--- src/sv/assert_macros.svh ---
// ---------------------------------------------------------------------------
// Assertion macros
// Shared concurrent assertion forms, clocked on clk and disabled in reset.
// ---------------------------------------------------------------------------
`ifndef ASSERT_MACROS_SVH
`define ASSERT_MACROS_SVH

// same-cycle implication
`define ASSERT_IMPLY(lbl, ante, cons, msg) \
  lbl: assert property (@(posedge clk) disable iff (!rst_n) (ante) |-> (cons)) else $error(msg);

// next-cycle implication
`define ASSERT_NEXT(lbl, ante, cons, msg) \
  lbl: assert property (@(posedge clk) disable iff (!rst_n) (ante) |=> (cons)) else $error(msg);

`endif

--- src/sv/brt_pkg.sv ---
// ---------------------------------------------------------------------------
// brt_pkg
// Types and constants shared by the break reminder timer modules.
// ---------------------------------------------------------------------------
package brt_pkg;

  localparam logic [15:0] SEC_PER_MIN     = 16'd60;
  localparam logic [15:0] RESET_COUNTDOWN = 16'd1200;
  localparam int          CFG_IDX_W       = 3;
  localparam int          CFG_DATA_W      = 22;
  localparam int          IN_TDATA_W      = 40;
  localparam int          OUT_TDATA_W     = 32;

  typedef enum logic [1:0] {
    PH_WORK  = 2'd0,
    PH_BREAK = 2'd1,
    PH_HOLD  = 2'd2,
    PH_GRACE = 2'd3
  } phase_t;

  typedef enum logic [2:0] {
    EV_NONE  = 3'd0,
    EV_START = 3'd1,
    EV_END   = 3'd2,
    EV_SKIP  = 3'd3,
    EV_WARN  = 3'd4
  } event_t;

  typedef enum logic [2:0] {
    REQ_TICK     = 3'd0,
    REQ_PAUSE    = 3'd1,
    REQ_SKIP     = 3'd2,
    REQ_BREAKNOW = 3'd3,
    REQ_CLAMP    = 3'd4,
    REQ_IVL_CHG  = 3'd5
  } req_t;

  typedef enum logic [CFG_IDX_W-1:0] {
    CFG_INTERVAL  = 3'd0,
    CFG_BREAK     = 3'd1,
    CFG_WARN      = 3'd2,
    CFG_IDLE      = 3'd3,
    CFG_MAX_HOLD  = 3'd4,
    CFG_GRACE     = 3'd5,
    CFG_MODE      = 3'd6,
    CFG_WINDOW    = 3'd7
  } cfg_idx_t;

  typedef struct packed {
    logic [9:0]  interval_min;
    logic [15:0] break_secs;
    logic [15:0] warn_level;
    logic [7:0]  idle_min;
    logic [7:0]  max_hold_min;
    logic [7:0]  grace_min;
    logic [8:0]  mode_bits;
    logic [21:0] work_window;
  } cfg_t;

  typedef struct packed {
    logic [2:0]  req_type;
    logic [15:0] idle_seconds;
    logic [3:0]  busy_reason;
    logic [2:0]  day_of_week;
    logic [10:0] minute_of_day;
  } item_t;

  typedef struct packed {
    phase_t      phase;
    logic [15:0] countdown;
    logic [15:0] hold_count;
    logic [3:0]  reason;
    logic        paused;
  } state_t;

  typedef struct packed {
    phase_t      phase;
    logic [15:0] seconds_left;
    logic        is_paused;
    logic [3:0]  hold_reason;
    event_t      event_code;
  } result_t;

  localparam cfg_t CFG_RESET = '{
    interval_min: 10'd20,
    break_secs:   16'd20,
    warn_level:   16'd0,
    idle_min:     8'd0,
    max_hold_min: 8'd10,
    grace_min:    8'd0,
    mode_bits:    9'd0,
    work_window:  22'd0
  };

  localparam state_t STATE_RESET = '{
    phase:      PH_WORK,
    countdown:  RESET_COUNTDOWN,
    hold_count: 16'd0,
    reason:     4'd0,
    paused:     1'b0
  };

endpackage

--- src/sv/brt_cfg_regs.sv ---
// ---------------------------------------------------------------------------
// brt_cfg_regs
// Configuration register file written through the indexed write channel.
// ---------------------------------------------------------------------------
module brt_cfg_regs (
  input  logic                            clk,
  input  logic                            rst_n,
  input  logic                            wr_en,
  input  logic [brt_pkg::CFG_IDX_W-1:0]   wr_index,
  input  logic [brt_pkg::CFG_DATA_W-1:0]  wr_data,
  output brt_pkg::cfg_t                   cfg
);
  import brt_pkg::*;

  cfg_t cfg_r;
  cfg_t cfg_nxt;

  always_comb begin
    cfg_nxt = cfg_r;
    if (wr_en) begin
      case (cfg_idx_t'(wr_index))
        CFG_INTERVAL: cfg_nxt.interval_min = wr_data[9:0];
        CFG_BREAK:    cfg_nxt.break_secs   = wr_data[15:0];
        CFG_WARN:     cfg_nxt.warn_level   = wr_data[15:0];
        CFG_IDLE:     cfg_nxt.idle_min     = wr_data[7:0];
        CFG_MAX_HOLD: cfg_nxt.max_hold_min = wr_data[7:0];
        CFG_GRACE:    cfg_nxt.grace_min    = wr_data[7:0];
        CFG_MODE:     cfg_nxt.mode_bits    = wr_data[8:0];
        CFG_WINDOW:   cfg_nxt.work_window  = wr_data[21:0];
        default:      cfg_nxt = cfg_r;
      endcase
    end
  end

  always_ff @(posedge clk) begin
    if (!rst_n) begin
      cfg_r <= CFG_RESET;
    end else begin
      cfg_r <= cfg_nxt;
    end
  end

  assign cfg = cfg_r;

endmodule

--- src/sv/brt_step.sv ---
// ---------------------------------------------------------------------------
// brt_step
// One-item state update: tick countdown, phase changes and commands.
// ---------------------------------------------------------------------------
module brt_step (
  input  brt_pkg::cfg_t    cfg,
  input  brt_pkg::state_t  st,
  input  brt_pkg::item_t   item,
  output brt_pkg::state_t  st_nxt,
  output brt_pkg::result_t res
);
  import brt_pkg::*;

  logic [15:0] ivl_secs;
  logic [15:0] idle_lim;
  logic [15:0] hold_lim;
  logic [15:0] grace_secs;
  logic        smart;
  logic        in_hours;
  logic [2:0]  day_bit;
  logic [10:0] win_from;
  logic [10:0] win_to;
  logic        win_hit;
  logic [15:0] cd_dec;
  logic        warn_hit;
  logic [15:0] hc_inc;
  logic [3:0]  smart_busy;
  event_t      ev;
  state_t      ns;

  assign ivl_secs   = 16'({6'd0, cfg.interval_min} * SEC_PER_MIN);
  assign idle_lim   = 16'({8'd0, cfg.idle_min} * SEC_PER_MIN);
  assign hold_lim   = 16'({8'd0, cfg.max_hold_min} * SEC_PER_MIN);
  assign grace_secs = 16'({8'd0, cfg.grace_min} * SEC_PER_MIN);
  assign smart      = cfg.mode_bits[0];
  assign smart_busy = smart ? item.busy_reason : 4'd0;

  // Sunday (and the out-of-range day seven) maps to the last mask bit
  assign day_bit  = (item.day_of_week == 3'd0 || item.day_of_week == 3'd7) ? 3'd6
                  : item.day_of_week - 3'd1;
  assign win_from = cfg.work_window[10:0];
  assign win_to   = cfg.work_window[21:11];
  assign win_hit  = (win_from <= win_to)
                  ? (item.minute_of_day >= win_from && item.minute_of_day < win_to)
                  : (item.minute_of_day >= win_from || item.minute_of_day < win_to);
  assign in_hours = !cfg.mode_bits[1] || (cfg.mode_bits[4'd2 + 4'(day_bit)] && win_hit);

  assign cd_dec   = (st.countdown != 16'd0) ? st.countdown - 16'd1 : 16'd0;
  assign warn_hit = (cfg.warn_level != 16'd0) && (cd_dec == cfg.warn_level);
  assign hc_inc   = (st.hold_count != 16'hFFFF) ? st.hold_count + 16'd1 : st.hold_count;

  always_comb begin
    ns = st;
    ev = EV_NONE;
    case (req_t'(item.req_type))
      REQ_TICK: begin
        if (st.paused) begin
          ev = EV_NONE;
        end else if (st.phase == PH_BREAK) begin
          if (st.countdown <= 16'd1) begin
            ns.phase = PH_WORK; ns.countdown = ivl_secs;
            ns.hold_count = 16'd0; ns.reason = 4'd0;
            ev = EV_END;
          end else begin
            ns.countdown = st.countdown - 16'd1;
          end
        end else if (cfg.idle_min != 8'd0 && item.idle_seconds >= idle_lim) begin
          ns.phase = PH_WORK; ns.countdown = ivl_secs;
          ns.hold_count = 16'd0; ns.reason = 4'd0;
        end else if (!in_hours) begin
          ev = EV_NONE;
        end else if (st.phase == PH_WORK) begin
          if (st.countdown != 16'd0) begin
            ns.countdown = cd_dec;
            ev = warn_hit ? EV_WARN : EV_NONE;
          end else if (smart_busy != 4'd0) begin
            ns.phase = PH_HOLD; ns.hold_count = 16'd0; ns.reason = smart_busy;
          end else begin
            ns.phase = PH_BREAK; ns.countdown = cfg.break_secs;
            ns.hold_count = 16'd0; ns.reason = 4'd0;
            ev = EV_START;
          end
        end else begin
          ns.hold_count = hc_inc;
          if (hc_inc >= hold_lim) begin
            ns.phase = PH_BREAK; ns.countdown = cfg.break_secs;
            ns.hold_count = 16'd0; ns.reason = 4'd0;
            ev = EV_START;
          end else if (st.phase == PH_HOLD) begin
            ns.reason = item.busy_reason;
            if (item.busy_reason == 4'd0) begin
              if (grace_secs == 16'd0) begin
                ns.phase = PH_BREAK; ns.countdown = cfg.break_secs;
                ns.hold_count = 16'd0; ns.reason = 4'd0;
                ev = EV_START;
              end else begin
                ns.phase = PH_GRACE; ns.countdown = grace_secs;
              end
            end
          end else if (smart_busy != 4'd0) begin
            ns.phase = PH_HOLD; ns.reason = smart_busy;
          end else if (cd_dec == 16'd0) begin
            ns.phase = PH_BREAK; ns.countdown = cfg.break_secs;
            ns.hold_count = 16'd0; ns.reason = 4'd0;
            ev = EV_START;
          end else begin
            ns.reason = 4'd0; ns.countdown = cd_dec;
            ev = warn_hit ? EV_WARN : EV_NONE;
          end
        end
      end
      REQ_PAUSE: ns.paused = !st.paused;
      REQ_SKIP: begin
        ev = (st.phase == PH_BREAK) ? EV_SKIP : EV_NONE;
        ns.phase = PH_WORK; ns.countdown = ivl_secs;
        ns.hold_count = 16'd0; ns.reason = 4'd0;
      end
      REQ_BREAKNOW: begin
        ns.paused = 1'b0;
        if (st.phase != PH_BREAK) begin
          ns.phase = PH_BREAK; ns.countdown = cfg.break_secs;
          ns.hold_count = 16'd0; ns.reason = 4'd0;
          ev = EV_START;
        end
      end
      REQ_CLAMP: begin
        if (st.phase == PH_WORK && st.countdown > ivl_secs) ns.countdown = ivl_secs;
      end
      REQ_IVL_CHG: begin
        if (st.phase == PH_WORK) ns.countdown = ivl_secs;
      end
      default: ns = st;
    endcase
  end

  assign st_nxt           = ns;
  assign res.phase        = ns.phase;
  assign res.seconds_left = ns.countdown;
  assign res.is_paused    = ns.paused;
  assign res.hold_reason  = ns.reason;
  assign res.event_code   = ev;

endmodule

--- src/sv/break_reminder_timer.sv ---
// ---------------------------------------------------------------------------
// break_reminder_timer
// Break reminder with work, break, hold and grace phases, one item a cycle while results are taken.
// ---------------------------------------------------------------------------
// Usage:
//   in_*   : request items. tuser carries the request kind, tdata the idle
//            seconds, busy reason, weekday and minute of day.
//   out_*  : one result item per request: phase, seconds left, pause flag,
//            recorded busy reason and event code.
//   cfg_*  : register writes by index; always ready. Write only while idle.
// A request is held in the input register, its result in the result register.
// Throughput: one item per cycle while results are taken; the state update
//   is a single pass of logic between the input and the result register.
// A stalled receiver holds the result register; the input register then
//   fills and in_tready drops until the result is taken.
// Reset (rst_n low, synchronous): both stages empty, phase work with 1200
//   seconds, pause cleared, registers at their defaults.
// ---------------------------------------------------------------------------
`include "assert_macros.svh"

module break_reminder_timer (
  input  logic                            clk,
  input  logic                            rst_n,
  input  logic                            in_tvalid,
  output logic                            in_tready,
  // [15:0] idle_seconds, [19:16] busy_reason, [22:20] day_of_week,
  // [33:23] minute_of_day, [39:34] zero
  input  logic [brt_pkg::IN_TDATA_W-1:0]  in_tdata,
  // [2:0] req_type
  input  logic [2:0]                      in_tuser,
  output logic                            out_tvalid,
  input  logic                            out_tready,
  // [1:0] phase, [17:2] seconds_left, [18] is_paused, [22:19] hold_reason,
  // [25:23] event_code, [31:26] zero
  output logic [brt_pkg::OUT_TDATA_W-1:0] out_tdata,
  input  logic                            cfg_valid,
  output logic                            cfg_ready,
  input  logic [brt_pkg::CFG_IDX_W-1:0]   cfg_index,
  input  logic [brt_pkg::CFG_DATA_W-1:0]  cfg_data
);
  import brt_pkg::*;

  cfg_t    cfg;
  item_t   item_r;
  logic    item_vld_r;
  state_t  st_r;
  state_t  st_nxt;
  result_t res_nxt;
  result_t res_r;
  logic    out_vld_r;
  logic    adv;

  assign cfg_ready = 1'b1;

  brt_cfg_regs u_cfg (
    .clk      (clk),
    .rst_n    (rst_n),
    .wr_en    (cfg_valid),
    .wr_index (cfg_index),
    .wr_data  (cfg_data),
    .cfg      (cfg)
  );

  brt_step u_step (
    .cfg    (cfg),
    .st     (st_r),
    .item   (item_r),
    .st_nxt (st_nxt),
    .res    (res_nxt)
  );

  assign adv       = item_vld_r && (!out_vld_r || out_tready);
  assign in_tready = !item_vld_r || adv;

  always_ff @(posedge clk) begin
    if (!rst_n) begin
      item_vld_r <= 1'b0;
      out_vld_r  <= 1'b0;
      st_r       <= STATE_RESET;
    end else begin
      if (in_tready) item_vld_r <= in_tvalid;
      if (adv) begin
        out_vld_r <= 1'b1;
        st_r      <= st_nxt;
      end else if (out_tready) begin
        out_vld_r <= 1'b0;
      end
    end
  end

  always_ff @(posedge clk) begin
    if (in_tready && in_tvalid) begin
      item_r.req_type      <= in_tuser;
      item_r.idle_seconds  <= in_tdata[15:0];
      item_r.busy_reason   <= in_tdata[19:16];
      item_r.day_of_week   <= in_tdata[22:20];
      item_r.minute_of_day <= in_tdata[33:23];
    end
    if (adv) res_r <= res_nxt;
  end

  assign out_tvalid = out_vld_r;
  assign out_tdata  = {6'd0, res_r.event_code, res_r.hold_reason, res_r.is_paused,
                       res_r.seconds_left, res_r.phase};

  `ASSERT_NEXT(a_res_tracks_state, adv, res_r.phase == st_r.phase && res_r.seconds_left == st_r.countdown, "result does not match updated state")
  `ASSERT_IMPLY(a_idle_phase_clear, st_r.phase == PH_WORK || st_r.phase == PH_BREAK, st_r.hold_count == 16'd0 && st_r.reason == 4'd0, "hold state left over outside hold and grace")
  `ASSERT_IMPLY(a_start_in_break, out_vld_r && res_r.event_code == EV_START, res_r.phase == PH_BREAK && !res_r.is_paused, "break start event without break phase")

endmodule

--- config.mk ---
export PLATFORM = sky130hd
export DESIGN_NAME = break_reminder_timer
export DESIGN_NICKNAME = d
export VERILOG_FILES = /design/src/sv/brt_pkg.sv /design/src/sv/brt_cfg_regs.sv /design/src/sv/brt_step.sv /design/src/sv/break_reminder_timer.sv
export VERILOG_INCLUDE_DIRS = /design/src /design/src/sv
export SDC_FILE = /design/constraint.sdc
export NUM_CORES = 1
export LEC_CHECK = 0
export ABC_AREA = 1
export BUFFER_PORTS_ARGS = -buffer_cell sky130_fd_sc_hd__buf_2
export CAP_MARGIN = 10
export CORE_ASPECT_RATIO = 1.2
export CORE_UTILIZATION = 60
export CTS_CLUSTER_DIAMETER = 80
export DETAILED_ROUTE_END_ITERATION = 8
export PLACE_DENSITY = 0.79
export SETUP_SLACK_MARGIN = 0.2
export SYNTH_ARGS = -nofsm -noshare
export SYNTH_HDL_FRONTEND = slang
export SYNTH_HIERARCHICAL = 1
export SYNTH_SLANG_ARGS = --single-unit
--- constraint.sdc ---
create_clock -name clk -period 5.9 [get_ports clk]
set_input_delay 0.885 -clock clk [delete_from_list [all_inputs] [get_ports clk]]
set_output_delay 0.885 -clock clk [all_outputs]
set_load 0.05 [all_outputs]
* Word-level counts from Yosys, hierarchy flattened
Cells that the tools add are included.
** Cells by class
- Add/sub/neg operators :: 4
- $mul :: 4
- $lt $le $gt $ge :: 8
- Equality and inequality tests :: 23
- Multiplexer cells :: 59
- Reductions and logical operators :: 38
** Operators with widths (number)
- two-way mux 38 bit :: 9
- two-way mux 16 bit :: 9
- case mux 16 bit (5 select lines) :: 1
- two-way mux 20 bit :: 3
- case mux 20 bit (3 select lines) :: 1
- two-way mux 3 bit :: 13
- multiplier 8 x 4 -> 12 bit (second input constant) :: 3
- >= comparator 16 x 14 -> 1 bit :: 2
- logical NOT 16 bit :: 2
- two-way mux 32 bit :: 1
- nonzero test 16 bit :: 2
- equality test 3 bit (second input constant) :: 7
- two-way mux 18 bit :: 1
- adder 16 x 1 -> 16 bit (second input constant) :: 1
- equality test 16 bit :: 1
- greater-than comparator 16 bit :: 1
- <= comparator 16 x 1 -> 1 bit (second input constant) :: 1
- inequality test 16 bit (second input constant) :: 1
- AND reduction 2 bit :: 8
- subtractor 16 x 1 -> 16 bit (second input constant) :: 1
- multiplier 10 x 4 -> 14 bit (second input constant) :: 1
- two-way mux 2 bit :: 7
- equality test 3 x 2 -> 1 bit (second input constant) :: 4
- two-way mux 4 bit :: 3
- other kinds (30) :: 53
** Word-level totals
- Flip-flop bits (word level) :: 201
- Output and inout bits :: 35
- Word-level logic and storage cells :: 161

* Longest topological paths before layout
Gate-level depths: netlist of the first run.
- Word-level depth :: 15
- Gate-level depth with buffers :: 37
- Depth with buffers taken out :: 35

* Hierarchy
The synthesis of the first run kept the hierarchy.
** Modules (own cells, without submodules)
- brt_step :: times used 1, cells each 1940, area an instance 11322.1 µm²
- brt_cfg_regs :: times used 1, cells each 557, area an instance 3838.7 µm²
- break_reminder_timer :: times used 1, cells each 331, area an instance 3728.6 µm²

* Least setup slack after synthesis of the first run
OpenSTA, ideal clock, no wires.
- Path type :: register to register
- Start point :: register u_cfg.cfg_r, in the netlist u_cfg/cfg[89]
- End point :: register st_r[34] in the netlist's numbering
- Arrival time :: 5164 ps
- Data required time :: 5785 ps
- Path slack :: 621 ps
- Stages on the path, launching flop included :: 34
- Buffers on the path :: 2
- Clock period less this slack :: 5279 ps
- Cells stage by stage :: dfxtp_1 -> inv_1 -> fa_1 -> fa_1 -> inv_1 -> ha_1 -> a21oi_1 -> nand2_1 -> nand2_1 -> nand2_1 -> nand2_1 -> nand2_1 -> nand2_1 -> nand2_1 -> nand2_1 -> nand2_1 -> a21oi_1 -> xor2_1 -> ha_1 -> nand4_1 -> or3_1 -> a31o_2 -> o211ai_1 -> nand2_1 -> nor2_1 -> clkbuf_1 -> nand2_1 -> a221oi_1 -> nand3_1 -> buf_4 -> inv_1 -> nand3_1 -> nand2_1 -> nor2_1
** RTL lines
- start, declared :: line brt_cfg_regs.sv:15 : cfg_t cfg_r;
- start signal, assigned :: line brt_cfg_regs.sv:39 : cfg_r <= cfg_nxt;
- end signal, assigned :: line break_reminder_timer.sv:84 : st_r <= st_nxt;
- end, declared :: line break_reminder_timer.sv:46 : state_t st_r;

==> metrics.txt, run 1 <==
status finished clean; power per cell area 234 mW/mm^2; Syn-to-layout area delta 7.55%; first-pass GRT wire length 90.3 mm; worst-path fanout max 15; vias in the first global route 17.7k; WP data required 6.27 ns; maximum vdd ir drop 0.000281 V; count leader, synth nand2_1; largest net degree at the start of global routing 90; Starting Density 0.614; flops & latches, synth 201; highest clock rate 0.182 GHz; Vias/cell 5.89; min Tclk post-route 5.48 ns; first drt pass iteration count 8; Post-synth EDFFs 63; most used cell along the critical path nand2_1; clk slew on worst S/H paths 0.06 ns; Reg2Reg Depth 31; CP Launch Type flip-flop; cell area after placement 0.0192 sq mm; core area 0.0307 sq mm; Die Ht 196 um; nets 3100; die area 0.0322 sq mm; WL met1 22.3 mm; IO Count 108; Clock Skew 0.0214 ns; relative slew slack 0.153; critical path arrival 5.85 ns; P_leak 9.60 nW; Via Count 19.1k; sequential cell area fraction in the yosys report 0.246; htree depth 1; Post-DRT Antenna Nets 0; Commonest cells post-synth nand2_1 (671), inv_1 (347), nor2_1 (329), nand3_1 (275), a21oi_1 (211); max layer used met4; DP Wirelength 40.5 mm; max_cap viols 0; met2 WL 26.4 mm; Slew Viols, Final 0; share of cells above drive strength 1 0.0970; GRT Total Usage 0.348; GP Congestion 0.971; Mapped Cells 2828; DRC errors left 0; Hold WS 0.484 ns; Ys Warns 6; Final setup viols 0; ys async rst share 0; RSZ-0062 raised after global routing true; Tcrit/Tclk final 0.929; Top FF cell, synth dfxtp_1; Root Driver clkbuf_16; final hold vios 0; maximum clock path buffer count 3; cell taking the most area after synthesis dfxtp_1; WL/cell 17.3 um; post-synthesis area per instance 6.68 sq um; DR WL met3 5.12 mm; Crit Path Class flip-flop to flip-flop; GR Overflow Total 0; worst hold stages 2; CP max stage delay 0.52 ns; clk sinks 201; count of cell types in the netlist 59; Area contributors post-synth dfxtp_1 (15%), nand2_1 (13%), edfxtp_1 (10%); CTS tree done; wirelength, routed 56.2 mm; Design Area, Final 0.0203 sq mm; Yosys top cell area share 0.146; DIE WIDTH 164 um; mapped cell area 0.0189 sq mm; Num CTS Buffers 24; row count 70; Worst Max-Slew Pin Slew 1.27 ns; n_diodes 0; Worst-Skew Late Latency 0.54 ns; final core occ 0.661; Starting DRT DRC Count 1967; TNS Setup 0 ns; CP endpoint kind flip-flop; Hold Crit Class flip-flop to flip-flop; initial antenna violation count 0; Slowest-stage cell, CP fa_1; port buffer count 94
-- per-stage QoR --
step | std cells | worst slack (ns) | power, mW
finish | 3241 | 0.417 | 4.76
global placement | 3187 | 0.220 | 3.10
detailed placement | 3187 | 0.0639 | 3.15
CTS | 3231 | 0.207 | 4.68
global route | 3241 | 0.107 | 5.02
floorplan | 2833 | 0.621 | 2.77
-- cell usage in the layout (no fill, tap or decap), types with 16 or more instances in the layout --
cell	synthesis	routed
dfxtp_1	138	126
nand4_1	36	36
buf_2	46	93
o211ai_1	27	27
nor3_1	22	22
inv_1	347	336
xnor2_1	16	16
nor2_1	329	323
ha_1	144	140
buf_4	46	39
edfxtp_1	63	63
xor2_1	26	25
fa_1	56	56
a31oi_1	28	28
a21oi_1	211	209
o21ai_0	112	104
nand3_1	275	275
nand2_1	671	669
clkbuf_16	0	27
-- path summary, 6_finish.rpt --
| kind | slack [ns] | to | startpoint |
|---|---|---|---|
| max | 0.42 | st_r[25]$_SDFFE_PN1P_ | u_cfg/cfg[89]$_SDFFE_PN1P_ |
| min | 0.48 | u_cfg/cfg[25]$_SDFFE_PN0P_ | u_cfg/cfg[25]$_SDFFE_PN0P_ |
| max reg2reg | 0.42 | st_r[25]$_SDFFE_PN1P_ | u_cfg/cfg[89]$_SDFFE_PN1P_ |
| min reg2reg | 0.48 | u_cfg/cfg[25]$_SDFFE_PN0P_ | u_cfg/cfg[25]$_SDFFE_PN0P_ |
-- power breakdown --
| group | internal (mW) | switching, mW |
|---|---|---|
| Sequential | 1.51 | 0.0922 |
| Combinational | 0.561 | 1.08 |
| Clock | 0.899 | 0.626 |
| Total | 2.97 | 1.80 |
-- sequential cells by signal, indices dropped and copies added (netlist names) --
register and flops:
u_cfg/cfg 97, st_r 39, item_r 37, out_tdata 26, item_vld_r 1, out_tvalid 1
-- critical path: cells and delay by family, from the launching register on --
family	cells	cell delay, ns
buffers and inverters	4	0.32
xor gates and xnor gates	1	0.21
DFF	1	0.36
and+or+nand+nor	16	1.98
adders and majority gates	4	1.65
AOI/OAI and AO/OA	6	0.80
-- cell families after synthesis --
kind of cell    Yosys count  share of synthesized area
simple gates           1397                      0.320
compound gates          463                      0.141
other cells               2                   0.000398
buf+inv                 523                      0.118
xor+xnor                 42                     0.0195
flops                   201                      0.246
fa+ha+maj               200                      0.155
-- routing by layer --
metal,global-route usage,up-vias
li1,-,9231
met1,0.442,8630
met2,0.596,1041
met3,0.0412,181
met4,0.144,0
met5,0,-
-- cell type report --
| type | count | area [sq um] |
|---|---|---|
| Multi-Input combinational cell | 2109 | 12100 |
| Tap cell | 396 | 495 |
| Sequential cell | 201 | 4670 |
| Timing Repair Buffer | 138 | 857 |
| Inverter | 353 | 1330 |
| Fill cell | 2728 | 10400 |
| Clock buffer | 32 | 713 |
| Clock inverter | 12 | 106 |
-- timing repair --
item,4_1_cts,5_1_grt
resized for setup,4,48
cloned,0,1
pin swaps,0,12
setup buffers,0,9
hold buffers,0,0
endpoints found under the setup margin,22,60
Note: power is estimated with default switching activity, not from simulation.
==> inputs of run 2 (changes only) <==
--- a/config.mk
+++ b/config.mk
@@ -7,7 +7,7 @@
 export NUM_CORES = 1
 export LEC_CHECK = 0
 export ABC_AREA = 1
-export BUFFER_PORTS_ARGS = -buffer_cell sky130_fd_sc_hd__buf_2
+export BUFFER_PORTS_ARGS = -buffer_cell sky130_fd_sc_hd__buf_4
 export CAP_MARGIN = 10
 export CORE_ASPECT_RATIO = 1.2
 export CORE_UTILIZATION = 60
==> metrics.txt, run 2 (synthesis results as in run 1) <==
clk sinks 201; Die Ht 196 um; vias in the first global route 17.8k; DP Wirelength 39.9 mm; Starting Density 0.614; wirelength, routed 54.6 mm; first drt pass iteration count 6; WL/cell 16.9 um; Root Driver clkbuf_16; Hold Crit Class flip-flop to flip-flop; power per cell area 225 mW/mm^2; met2 WL 25.5 mm; initial antenna violation count 0; GP Congestion 0.999; Starting DRT DRC Count 1977; max layer used met4; Hold WS 0.478 ns; WL met1 21.9 mm; share of cells above drive strength 1 0.0945; status finished clean; maximum vdd ir drop 0.000266 V; die area 0.0322 sq mm; Vias/cell 5.87; highest clock rate 0.185 GHz; nets 3092; Clock Skew 0.00759 ns; fill count 2692; min Tclk post-route 5.40 ns; CP Launch Type flip-flop; Num CTS Buffers 23; Post-DRT Antenna Nets 0; TNS Setup 0 ns; GRT Total Usage 0.338; core area 0.0307 sq mm; DR WL met3 4.67 mm; WP data required 6.19 ns; critical path arrival 5.69 ns; final hold vios 0; DRC errors left 0; clk slew on worst S/H paths 0.06 ns; Final setup viols 0; Via Count 19.0k; CTS tree done; row count 70; GR Overflow Total 0; Crit Path Class flip-flop to flip-flop; RSZ-0062 raised after global routing true; CP endpoint kind flip-flop; Syn-to-layout area delta 7.93%; relative slew slack 0.154; max FFs per register 97; Design Power 4.59 mW; Worst-Skew Late Latency 0.54 ns; n_diodes 0; max_cap viols 0; htree depth 1; P_leak 9.61 nW; port buffer count 94; first-pass GRT wire length 87.7 mm; DIE WIDTH 164 um; most frequent cells in the layout nand2_1 (669), inv_1 (336), nor2_1 (323), nand3_1 (272), a21oi_1 (208); Tcrit/Tclk final 0.915; Slew Viols, Final 0; sequential cell area 0.00467 sq mm; Worst Max-Slew Pin Slew 1.26 ns; largest net degree at the start of global routing 104; worst-path fanout max 6; IO Count 108; commonest non-fill, non-tap cell in the layout nand2_1; final core occ 0.663; maximum clock path buffer count 3; area used by multi-input combinational logic 0.0122 sq mm
==> run 2: what timing repair did <==
| item | 4_1_cts | 5_1_grt |
|---|---|---|
| setup endpoints to repair | 25 | 60 |
| buffers inserted | 0 | 6 |
| resized for setup | 3 | 50 |
| pin swaps | 0 | 21 |
| hold buffers | 0 | 0 |
==> run 2: critical path: stages (launching register included) <==
cell,delay [ns]
dfxtp_1,0.34
fa_1,0.52
fa_1,0.53
inv_1,0.06
fa_1,0.43
o21ai_0,0.34
nand2_1,0.10
o211ai_1,0.15
nand2_1,0.09
nand2_1,0.07
a21oi_1,0.06
xor2_1,0.14
buf_4,0.17
ha_1,0.29
nand4_1,0.14
or3_4,0.35
a31o_2,0.22
o211ai_1,0.08
nand2_1,0.11
nor2_4,0.17
buf_4,0.17
nand2_1,0.07
a311oi_2,0.24
nand3_1,0.13
buf_4,0.15
==> run 2: where the power goes <==
part	switching, mW	total [mW]	internal [mW]
Combinational	1.05	1.62	0.568
Sequential	0.0972	1.60	1.51
Clock	0.598	1.37	0.770
Total	1.75	4.59	2.84
==> run 2: final timing paths <==
kind / from / to / slack, ns / cells after the start
max: u_cfg/cfg[87]$_SDFFE_PN0P_ / out_tdata[4]$_DFFE_PP_ / 0.50 / 24
max reg2reg: u_cfg/cfg[87]$_SDFFE_PN0P_ / out_tdata[4]$_DFFE_PP_ / 0.50 / 24
min reg2reg: u_cfg/cfg[25]$_SDFFE_PN0P_ / u_cfg/cfg[25]$_SDFFE_PN0P_ / 0.48 / 2
min: u_cfg/cfg[25]$_SDFFE_PN0P_ / u_cfg/cfg[25]$_SDFFE_PN0P_ / 0.48 / 2
==> run 2: layout make-up <==
cell class / instances / area share
multi-input combinational: 2109 / 0.596
sequential: 201 / 0.229
inverter: 353 / 0.0652
timing repair buffer: 131 / 0.0506
clock buffer: 32 / 0.0319
tap: 396 / 0.0243
clock inverter: 9 / 0.00276
==> run 2: per-layer routing <==
metal | vias to the layer above | track usage
li1 | 9212 | -
met2 | 929 | 0.570
met4 | 0 | 0.169
met1 | 8653 | 0.418
met3 | 181 | 0.0492
met5 | - | 0
==> run 2: stage by stage <==
step / area, sq um / std cells / worst slack (ns)
after global placement: 19500 / 3183 / 0.219
after CTS: 20200 / 3224 / 0.212
after detailed placement: 19500 / 3183 / 0.0597
after floorplan: 18900 / 2833 / 0.621
final: 20400 / 3231 / 0.499
after global routing: 20400 / 3231 / 0.0962
